$ cat config.mk
export PLATFORM = sky130hd
export DESIGN_NAME = dual_on_off_cycle_scheduler_top
export DESIGN_NICKNAME = d
export VERILOG_FILES = /design/src/sv/dooc_pkg.sv /design/src/sv/dual_on_off_cycle_scheduler_top.sv
export SDC_FILE = /design/constraint.sdc
export NUM_CORES = 2
export LEC_CHECK = 0
export BUFFER_PORTS_ARGS = -buffer_cell sky130_fd_sc_hd__buf_2
export CORE_MARGIN = 2
export CORE_UTILIZATION = 60
export CTS_BUF_LIST = sky130_fd_sc_hd__clkbuf_16
export CTS_CLUSTER_SIZE = 14
export DETAILED_ROUTE_END_ITERATION = 12
export GPL_TIMING_DRIVEN = 0
export PLACE_DENSITY = 0.75
export SETUP_SLACK_MARGIN = 0.5
export SLEW_MARGIN = 0
export SYNTH_ARGS = -nofsm -noshare
export SYNTH_HDL_FRONTEND = slang
export SYNTH_SLANG_ARGS = --single-unit
$ cat constraint.sdc
create_clock -name clock -period 25.9 [get_ports clock]
set_clock_uncertainty 0.1 [all_clocks]
set_input_delay 5.18 -clock clock [delete_from_list [all_inputs] [get_ports clock]]
set_output_delay 5.18 -clock clock [all_outputs]
set_load 0.02 [all_outputs]
$ cat src/sv/dooc_pkg.sv
`timescale 1ns / 1ps
// ----------------------------------------------------------------------------
// dooc_pkg
// Shared constants, types and helper functions for the dual on/off cycle
// scheduler.
// ----------------------------------------------------------------------------
package dooc_pkg;

   localparam int SECONDS_BITS     = 24;
   localparam int TICKS_PER_SECOND = 1000;
   localparam int TICK_BITS        = $clog2(TICKS_PER_SECOND + 1);
   localparam int PROD_BITS        = SECONDS_BITS + TICK_BITS;
   localparam int PHASE_BITS       = 34;
   localparam int TOTAL_BITS       = SECONDS_BITS + 1;
   localparam int EPOCH_BITS       = 32;
   localparam int EPOCH_CNT_BITS   = $clog2(EPOCH_BITS);
   localparam int ACTION_BITS      = 3;
   localparam int BVAL_BITS        = 16;
   localparam int PCT_BITS         = 7;
   localparam int PCT_FULL         = 100;
   localparam int DUTY_BITS        = 8;
   localparam int DUTY_MAX         = 255;
   localparam int DUTY_SCALED_BITS = 15;
   localparam int DUTY_RECIP       = 5243;
   localparam int DUTY_SHIFT       = 19;
   localparam int DUTY_PROD_BITS   = 28;
   localparam int NUM_CH           = 2;

   localparam logic [PHASE_BITS-1:0] PHASE_MAX = '1;

   localparam logic [ACTION_BITS-1:0] ACT_TICK        = 3'd0;
   localparam logic [ACTION_BITS-1:0] ACT_BRIGHT      = 3'd1;
   localparam logic [ACTION_BITS-1:0] ACT_LIGHT_SCHED = 3'd2;
   localparam logic [ACTION_BITS-1:0] ACT_IRRIG_SCHED = 3'd3;
   localparam logic [ACTION_BITS-1:0] ACT_RECOVER     = 3'd4;

   localparam logic CH_LIGHT = 1'b0;
   localparam logic CH_IRRIG = 1'b1;

   typedef struct packed {
      logic                    active;
      logic                    in_on;
      logic [SECONDS_BITS-1:0] on_len;
      logic [SECONDS_BITS-1:0] off_len;
      logic [EPOCH_BITS-1:0]   anchor;
      logic [PHASE_BITS-1:0]   phase_ms;
      logic [PHASE_BITS-1:0]   on_lim;
      logic [PHASE_BITS-1:0]   off_lim;
   } chan_type;

   function automatic logic [PHASE_BITS-1:0] ticks_of(input logic [SECONDS_BITS-1:0] secs);
      logic [PROD_BITS-1:0] prod;
      prod = PROD_BITS'(secs) * PROD_BITS'(TICKS_PER_SECOND);
      if (prod > PROD_BITS'(PHASE_MAX)) begin
         return PHASE_MAX;
      end
      return PHASE_BITS'(prod);
   endfunction

   // floor(b * 255 / 100) through a reciprocal multiply
   function automatic logic [DUTY_BITS-1:0] duty_of(input logic [PCT_BITS-1:0] pct);
      logic [DUTY_SCALED_BITS-1:0] scaled;
      logic [DUTY_PROD_BITS-1:0]   prod;
      scaled = DUTY_SCALED_BITS'(pct) * DUTY_SCALED_BITS'(DUTY_MAX);
      prod   = DUTY_PROD_BITS'(scaled) * DUTY_PROD_BITS'(DUTY_RECIP);
      return prod[DUTY_SHIFT +: DUTY_BITS];
   endfunction

endpackage

$ cat src/sv/dual_on_off_cycle_scheduler_top.sv
`timescale 1ns / 1ps
// ----------------------------------------------------------------------------
// dual_on_off_cycle_scheduler_top
// Two-channel on/off cycle scheduler: light brightness with PWM duty and an
// irrigation relay, driven by millisecond ticks and commands.
// ----------------------------------------------------------------------------
// One request is taken at a time and gives one response. For a tick, a
// brightness command, an unknown action or a schedule command that starts no
// schedule, an execute step is followed by the response step. A schedule
// command that starts a schedule adds a multiply step for the on length and
// one for the off length, as the shared multiplier turns them into tick
// limits one after the other. A recover command checks each channel in an
// init step and, for a channel with an active anchored schedule, runs a
// restoring divider one quotient bit per cycle, then a position step and a
// multiply step. The request port is ready again as soon as the response is
// loaded into the output register, so the next request can be taken in the
// cycle the response appears; a stalled response holds the block in its last step.
module dual_on_off_cycle_scheduler_top (
   input  logic                                 clock,
   input  logic                                 reset,
   input  logic                                 req_valid,
   output logic                                 req_ready,
   input  logic [dooc_pkg::ACTION_BITS-1:0]     req_action,
   input  logic signed [dooc_pkg::BVAL_BITS-1:0] req_brightness_value,
   input  logic                                 req_schedule_active,
   input  logic [dooc_pkg::SECONDS_BITS-1:0]    req_on_seconds,
   input  logic [dooc_pkg::SECONDS_BITS-1:0]    req_off_seconds,
   input  logic                                 req_off_first,
   input  logic [dooc_pkg::EPOCH_BITS-1:0]      req_start_epoch,
   input  logic [dooc_pkg::EPOCH_BITS-1:0]      req_now_epoch,
   output logic                                 rsp_valid,
   input  logic                                 rsp_ready,
   output logic [dooc_pkg::DUTY_BITS-1:0]       rsp_light_duty,
   output logic [dooc_pkg::PCT_BITS-1:0]        rsp_brightness,
   output logic                                 rsp_light_on,
   output logic                                 rsp_irrigation_on,
   output logic                                 rsp_light_sched_on,
   output logic                                 rsp_irrig_sched_on,
   output logic                                 rsp_changed
);
   import dooc_pkg::*;

   typedef enum logic [3:0] {
      S_IDLE,
      S_EXEC,
      S_MUL_ON,
      S_MUL_OFF,
      S_REC_INIT,
      S_REC_DIV,
      S_REC_POS,
      S_REC_MUL,
      S_DONE
   } state_type;

   state_type                     state_ff, state_in;
   chan_type                      chan_ff [NUM_CH];
   chan_type                      chan_in [NUM_CH];
   logic [PCT_BITS-1:0]           bright_ff, bright_in;
   logic                          lit_ff, lit_in;
   logic                          relay_ff, relay_in;
   logic                          changed_ff, changed_in;
   logic                          ch_ff, ch_in;

   logic [ACTION_BITS-1:0]        act_ff, act_in;
   logic signed [BVAL_BITS-1:0]   bval_ff, bval_in;
   logic                          sa_ff, sa_in;
   logic [SECONDS_BITS-1:0]       on_s_ff, on_s_in;
   logic [SECONDS_BITS-1:0]       off_s_ff, off_s_in;
   logic                          st_off_ff, st_off_in;
   logic [EPOCH_BITS-1:0]         start_ff, start_in;
   logic [EPOCH_BITS-1:0]         now_ff, now_in;

   logic [EPOCH_BITS-1:0]         div_num_ff, div_num_in;
   logic [TOTAL_BITS-1:0]         rem_ff, rem_in;
   logic [TOTAL_BITS-1:0]         total_ff, total_in;
   logic [EPOCH_CNT_BITS-1:0]     bit_cnt_ff, bit_cnt_in;
   logic [SECONDS_BITS-1:0]       mul_arg_ff, mul_arg_in;

   logic                          rsp_valid_ff, rsp_valid_in;
   logic [DUTY_BITS-1:0]          rsp_duty_ff, rsp_duty_in;
   logic [PCT_BITS-1:0]           rsp_bright_ff, rsp_bright_in;
   logic                          rsp_lit_ff, rsp_lit_in;
   logic                          rsp_relay_ff, rsp_relay_in;
   logic                          rsp_lsched_ff, rsp_lsched_in;
   logic                          rsp_isched_ff, rsp_isched_in;
   logic                          rsp_changed_ff, rsp_changed_in;

   logic [PHASE_BITS-1:0]         tick_cnt [NUM_CH];
   logic                          tick_due [NUM_CH];
   logic [PHASE_BITS-1:0]         mul_ticks;
   logic [PCT_BITS-1:0]           clamp_pct;
   logic                          sch;
   chan_type                      sel;
   chan_type                      cur;
   logic                          sched_diff;
   logic                          first_on;
   logic                          new_on;
   logic [TOTAL_BITS-1:0]         total_sum;
   logic [TOTAL_BITS:0]           trial;
   logic [TOTAL_BITS-1:0]         on_ext;

   assign req_ready = (state_ff == S_IDLE);

   // per-channel tick counter and phase end
   always_comb begin
      for (int c = 0; c < NUM_CH; c++) begin
         tick_cnt[c] = (chan_ff[c].phase_ms != PHASE_MAX) ?
                       chan_ff[c].phase_ms + PHASE_BITS'(1) : chan_ff[c].phase_ms;
         tick_due[c] = tick_cnt[c] >= (chan_ff[c].in_on ? chan_ff[c].on_lim :
                                                          chan_ff[c].off_lim);
      end
   end

   // shared seconds to ticks multiplier
   assign mul_ticks = ticks_of(mul_arg_ff);

   always_comb begin
      if (bval_ff[BVAL_BITS-1]) begin
         clamp_pct = '0;
      end else if (bval_ff > BVAL_BITS'(PCT_FULL)) begin
         clamp_pct = PCT_BITS'(PCT_FULL);
      end else begin
         clamp_pct = bval_ff[PCT_BITS-1:0];
      end
   end

   assign sch        = (act_ff == ACT_IRRIG_SCHED) ? CH_IRRIG : CH_LIGHT;
   assign sel        = chan_ff[sch];
   assign cur        = chan_ff[ch_ff];
   assign sched_diff = (sel.active != sa_ff) || (sel.on_len != on_s_ff) ||
                       (sel.off_len != off_s_ff) || (sel.anchor != start_ff);
   assign first_on   = !st_off_ff;
   assign new_on     = first_on ^ (first_on ? (on_s_ff == '0) : (off_s_ff == '0));
   assign total_sum  = TOTAL_BITS'(cur.on_len) + TOTAL_BITS'(cur.off_len);
   assign trial      = {rem_ff, div_num_ff[EPOCH_BITS-1]};
   assign on_ext     = TOTAL_BITS'(cur.on_len);

   always_comb begin
      state_in       = state_ff;
      chan_in        = chan_ff;
      bright_in      = bright_ff;
      lit_in         = lit_ff;
      relay_in       = relay_ff;
      changed_in     = changed_ff;
      ch_in          = ch_ff;
      act_in         = act_ff;
      bval_in        = bval_ff;
      sa_in          = sa_ff;
      on_s_in        = on_s_ff;
      off_s_in       = off_s_ff;
      st_off_in      = st_off_ff;
      start_in       = start_ff;
      now_in         = now_ff;
      div_num_in     = div_num_ff;
      rem_in         = rem_ff;
      total_in       = total_ff;
      bit_cnt_in     = bit_cnt_ff;
      mul_arg_in     = mul_arg_ff;
      rsp_valid_in   = rsp_valid_ff && !rsp_ready;
      rsp_duty_in    = rsp_duty_ff;
      rsp_bright_in  = rsp_bright_ff;
      rsp_lit_in     = rsp_lit_ff;
      rsp_relay_in   = rsp_relay_ff;
      rsp_lsched_in  = rsp_lsched_ff;
      rsp_isched_in  = rsp_isched_ff;
      rsp_changed_in = rsp_changed_ff;

      unique case (state_ff)
         S_IDLE: begin
            if (req_valid) begin
               act_in     = req_action;
               bval_in    = req_brightness_value;
               sa_in      = req_schedule_active;
               on_s_in    = req_on_seconds;
               off_s_in   = req_off_seconds;
               st_off_in  = req_off_first;
               start_in   = req_start_epoch;
               now_in     = req_now_epoch;
               changed_in = 1'b0;
               state_in   = S_EXEC;
            end
         end

         S_EXEC: begin
            state_in = S_DONE;
            unique case (act_ff)
               ACT_TICK: begin
                  for (int c = 0; c < NUM_CH; c++) begin
                     if (chan_ff[c].active) begin
                        if (tick_due[c]) begin
                           chan_in[c].in_on    = !chan_ff[c].in_on;
                           chan_in[c].phase_ms = '0;
                           changed_in          = 1'b1;
                        end else begin
                           chan_in[c].phase_ms = tick_cnt[c];
                        end
                     end
                  end
                  if (chan_ff[CH_LIGHT].active && tick_due[CH_LIGHT]) begin
                     bright_in = chan_ff[CH_LIGHT].in_on ? '0 : PCT_BITS'(PCT_FULL);
                     lit_in    = !chan_ff[CH_LIGHT].in_on;
                  end
                  if (chan_ff[CH_IRRIG].active && tick_due[CH_IRRIG]) begin
                     relay_in = !chan_ff[CH_IRRIG].in_on;
                  end
               end
               ACT_BRIGHT: begin
                  if ((bright_ff != clamp_pct) || chan_ff[CH_LIGHT].active) begin
                     bright_in                = clamp_pct;
                     lit_in                   = (clamp_pct != '0);
                     chan_in[CH_LIGHT].active = 1'b0;
                     changed_in               = 1'b1;
                  end
               end
               ACT_LIGHT_SCHED, ACT_IRRIG_SCHED: begin
                  if (sched_diff) begin
                     changed_in          = 1'b1;
                     chan_in[sch].active = sa_ff;
                     if (sa_ff) begin
                        chan_in[sch].on_len   = on_s_ff;
                        chan_in[sch].off_len  = off_s_ff;
                        chan_in[sch].anchor   = start_ff;
                        chan_in[sch].in_on    = new_on;
                        chan_in[sch].phase_ms = '0;
                        if (sch == CH_LIGHT) begin
                           bright_in = new_on ? PCT_BITS'(PCT_FULL) : '0;
                           lit_in    = new_on;
                        end else begin
                           relay_in = new_on;
                        end
                        ch_in      = sch;
                        mul_arg_in = on_s_ff;
                        state_in   = S_MUL_ON;
                     end else begin
                        if (sch == CH_LIGHT) begin
                           bright_in = '0;
                           lit_in    = 1'b0;
                        end else begin
                           relay_in = 1'b0;
                        end
                     end
                  end
               end
               ACT_RECOVER: begin
                  changed_in = 1'b1;
                  ch_in      = CH_LIGHT;
                  state_in   = S_REC_INIT;
               end
               default: begin
               end
            endcase
         end

         S_MUL_ON: begin
            chan_in[ch_ff].on_lim = mul_ticks;
            mul_arg_in            = cur.off_len;
            state_in              = S_MUL_OFF;
         end

         S_MUL_OFF: begin
            chan_in[ch_ff].off_lim = mul_ticks;
            state_in               = S_DONE;
         end

         S_REC_INIT: begin
            if (cur.active && (cur.anchor != '0) && (total_sum != '0)) begin
               div_num_in = now_ff - cur.anchor;
               total_in   = total_sum;
               rem_in     = '0;
               bit_cnt_in = '0;
               state_in   = S_REC_DIV;
            end else if (ch_ff == CH_IRRIG) begin
               state_in = S_DONE;
            end else begin
               ch_in = CH_IRRIG;
            end
         end

         S_REC_DIV: begin
            if (trial >= {1'b0, total_ff}) begin
               rem_in = TOTAL_BITS'(trial - {1'b0, total_ff});
            end else begin
               rem_in = trial[TOTAL_BITS-1:0];
            end
            div_num_in = div_num_ff << 1;
            bit_cnt_in = bit_cnt_ff + EPOCH_CNT_BITS'(1);
            if (bit_cnt_ff == EPOCH_CNT_BITS'(EPOCH_BITS - 1)) begin
               state_in = S_REC_POS;
            end
         end

         S_REC_POS: begin
            if (rem_ff < on_ext) begin
               chan_in[ch_ff].in_on = 1'b1;
               mul_arg_in           = rem_ff[SECONDS_BITS-1:0];
            end else begin
               chan_in[ch_ff].in_on = 1'b0;
               mul_arg_in           = SECONDS_BITS'(rem_ff - on_ext);
            end
            state_in = S_REC_MUL;
         end

         S_REC_MUL: begin
            chan_in[ch_ff].phase_ms = mul_ticks;
            if (ch_ff == CH_LIGHT) begin
               bright_in = cur.in_on ? PCT_BITS'(PCT_FULL) : '0;
               lit_in    = cur.in_on;
               ch_in     = CH_IRRIG;
               state_in  = S_REC_INIT;
            end else begin
               relay_in = cur.in_on;
               state_in = S_DONE;
            end
         end

         S_DONE: begin
            if (!rsp_valid_ff || rsp_ready) begin
               rsp_valid_in   = 1'b1;
               rsp_duty_in    = duty_of(bright_ff);
               rsp_bright_in  = bright_ff;
               rsp_lit_in     = lit_ff;
               rsp_relay_in   = relay_ff;
               rsp_lsched_in  = chan_ff[CH_LIGHT].active;
               rsp_isched_in  = chan_ff[CH_IRRIG].active;
               rsp_changed_in = changed_ff;
               state_in       = S_IDLE;
            end
         end

         default: begin
            state_in = S_IDLE;
         end
      endcase
   end

   always_ff @(posedge clock) begin
      if (reset) begin
         state_ff     <= S_IDLE;
         rsp_valid_ff <= 1'b0;
         for (int c = 0; c < NUM_CH; c++) begin
            chan_ff[c] <= '0;
         end
         bright_ff  <= '0;
         lit_ff     <= 1'b0;
         relay_ff   <= 1'b0;
         changed_ff <= 1'b0;
         ch_ff      <= CH_LIGHT;
      end else begin
         state_ff     <= state_in;
         rsp_valid_ff <= rsp_valid_in;
         chan_ff      <= chan_in;
         bright_ff    <= bright_in;
         lit_ff       <= lit_in;
         relay_ff     <= relay_in;
         changed_ff   <= changed_in;
         ch_ff        <= ch_in;
      end
      act_ff         <= act_in;
      bval_ff        <= bval_in;
      sa_ff          <= sa_in;
      on_s_ff        <= on_s_in;
      off_s_ff       <= off_s_in;
      st_off_ff      <= st_off_in;
      start_ff       <= start_in;
      now_ff         <= now_in;
      div_num_ff     <= div_num_in;
      rem_ff         <= rem_in;
      total_ff       <= total_in;
      bit_cnt_ff     <= bit_cnt_in;
      mul_arg_ff     <= mul_arg_in;
      rsp_duty_ff    <= rsp_duty_in;
      rsp_bright_ff  <= rsp_bright_in;
      rsp_lit_ff     <= rsp_lit_in;
      rsp_relay_ff   <= rsp_relay_in;
      rsp_lsched_ff  <= rsp_lsched_in;
      rsp_isched_ff  <= rsp_isched_in;
      rsp_changed_ff <= rsp_changed_in;
   end

   assign rsp_valid          = rsp_valid_ff;
   assign rsp_light_duty     = rsp_duty_ff;
   assign rsp_brightness     = rsp_bright_ff;
   assign rsp_light_on       = rsp_lit_ff;
   assign rsp_irrigation_on  = rsp_relay_ff;
   assign rsp_light_sched_on = rsp_lsched_ff;
   assign rsp_irrig_sched_on = rsp_isched_ff;
   assign rsp_changed        = rsp_changed_ff;

endmodule

==> results.md <==
* Worst rel slew slack at -0.0407
* Max incr delay on CP at 0.76 ns
* Postcts setup bufs at 0
* Cts repair resizes at 0
* Detailed Route Iter0 Violations at 4513
* Antenna violations before repair at 4
* Clock transition at path regs at 0.07 ns
* Async set or reset register ratio after synthesis at 0
* Top-level I/O count at 159
* Cell row count at 100
* CTS sink cnt at 648
* PortBufs at 157
* Largest net degree at the start of global routing at 69
* Kind of critical path: flip-flop to flip-flop
* CP required at 26.22 ns
* Worst-case clock buffer depth at 3
* Top-count cell post-synth: nand2_1
* Die W at 278 um
* Post-synth EDFFs at 264
* Max Cap Viol at 2
* Worst-Margin Slew at 1.54 ns
* Root buffer cell: clkbuf_16
* Top post-synthesis cells by area: edfxtp_1, dfxtp_1, ha_1
* Starting density of the core at 0.606
* Post-synthesis cell count at 4912
* Pwr dens at 112 nW/um^2
* Post-Syn Area at 45100 um^2
* Post-DRT Antenna Nets at 0
* Leak at 0.0202 uW
* Area growth, synth to finish at 10.3%
* Vias at 39.2k
* VDD IR-drop max at 330 uV
* CP max FO at 9
* Syn_nets at 5596
* RR Endpoint: rsp_light_duty[7]
* Setup crit end: rsp_light_duty[7]
* Max-slew violations at 3
* Later-pin clock latency in the skew report at 0.66 ns
* Achievable Freq at 94.8 MHz
* Worst Hold Class: flip-flop to flip-flop
* CP endpoint kind: flip-flop
* Area leader, netlist: edfxtp_1
* Status: complete, but fails checks
* Via density at 6.34
* Total GRT Usage at 0.376
* CP dominant cell by count: inv_1
* Post-place setup slack at 15.30 ns
* CP max stage cell: xnor2_1
* Post-Route Setup TNS at 0 ns
* Routed wire length at 148000 um
* Area of the core at 74400 um^2
* Levels on crit path at 39
* Inserted Diodes at 0
* RSZ-0062 raised after global routing: false
* DRC Markers at 0
* Final Hold Violating Endpoints at 0
* Yosys top cell area share at 0.176
* First-pass GRT wire length at 223000 um
* Layout cells sized above 1 at 0.0787
* Seq cells post-synth at 648
* Worst Slack Setup Final at 15.36 ns
* Yosys cell types at 89
* Critical path origin: bright_ff[1]
* Post-synthesis area per instance at 9.18 um^2
* First drt pass iteration count at 8
* CTS tree: built
* Minimum clock period at 10.54 ns
* Final Wtd Congestion at 1.03
* Post-synth top flop: dfxtp_1
* Hold Buf Count CTS at 0
* Average wire per standard cell at 23.9 um
* Part of the Yosys area used for sequential elements at 0.346
* Final worst-path cycle share at 0.407
* Top cells by count, synth: nand2_1, a21oi_1, dfxtp_1
* Critical path arrival at 10.87 ns
* H-tree depth at 3
* Failing checks: max-capacitance violations, max-slew violations
* Setup-failing EPs final at 0
* DP Wirelength at 114000 um
* Flop-to-flop setup slack at 15.36 ns
* Die area at 77400 um^2
* CP top delay family: adder cells
* Number of global-route vias before repair at 37.3k
* CTS buffer count at 74
* Buf/Inv on CP at 9
* Synth Warn # at 0
* Die span in y at 278 um
* Crit path launch type: flip-flop
* Global route overflow at 0
* Worst flop-to-flop path startpoint: bright_ff[1]
* Nets at 5835
* Filler cells at 6127
* Worst Reg-to-Reg Cells at 39
## layout by cell type (no fill, tap or decap), types with 25 or more instances in the layout
master and count:
clkbuf_1 148, nand3_1 239, nand4_1 63, xnor2_1 165, nand2b_1 40, or3_1 25
o31ai_1 28, nor3_1 62, ha_1 375, clkbuf_16 74, nor4_1 29, a22oi_1 30
nor2_1 276, edfxtp_1 264, inv_1 362, xor2_1 96, buf_2 189, fa_1 172
buf_1 25, dfxtp_1 384, nor2b_1 42, o21a_1 28, nand2_1 549, a21oi_1 477
a21o_1 91, and3_1 50, o21ai_0 166, and2_1 31, mux2_2 27, mux2i_1 210
a211oi_1 48, a31oi_1 29
## stage by stage
stage / util / instances / hold slack [ns] / instance area [um^2] / power (uW)
after floorplan: - / 4912 / 0.309 / 45100 / 3130
after global placement: 0.633 / 6038 / 0.315 / 47100 / 4310
after detailed placement: 0.635 / 6043 / 0.321 / 47200 / 4390
after CTS: 0.668 / 6176 / 0.335 / 49700 / 5470
after global routing: 0.668 / 6177 / 0.343 / 49700 / 5830
final: 0.668 / 6177 / 0.343 / 49700 / 5560
## cell families (layout without fill, tap and decap cells)
family	count (synthesis)	count (layout)	synth area share
AND/OR/NAND/NOR	1494	1494	0.157
AO/OA/AOI/OAI	1146	1146	0.159
multiplexers	237	237	0.0534
XOR/XNOR	263	263	0.0511
flip-flops	648	648	0.346
adder cells (fa/ha/maj)	547	547	0.180
buffers and inverters	577	873	0.0527
## per-layer routing
layer | share of wire | track usage | vias up
met5 | 0.00027 | 0 | -
met4 | 0.082 | 0.255 | 6
li1 | - | - | 18000
met1 | 0.39 | 0.479 | 18600
met2 | 0.44 | 0.584 | 2039
met3 | 0.093 | 0.0704 | 536
## area by class of cell
class                           instances  area, um^2  share of cell area
Buffer                                231        1080              0.0216
Clock buffer                           74        1850              0.0372
Clock inverter                         59         622              0.0125
Inverter                              346        1300              0.0261
Multi-Input combinational cell       3687       27200               0.546
Sequential cell                       648       15600               0.314
Tap cell                              969        1210              0.0244
Timing Repair Buffer                  163         890              0.0179
## power by group
group	switching (uW)	internal, uW
registers	85.4	1150
clock network	465	618
logic	2280	971
## worst min path at each step
stage | startpoint | endpoint | cells past startpoint
CTS | changed_ff | rsp_changed | 0
global route | changed_ff | rsp_changed | 0
floorplan | changed_ff | rsp_changed | 0
global placement | changed_ff | rsp_changed | 0
finish | changed_ff | rsp_changed | 0
detailed placement | changed_ff | rsp_changed | 0
Note: power is estimated with default switching activity, not from simulation.
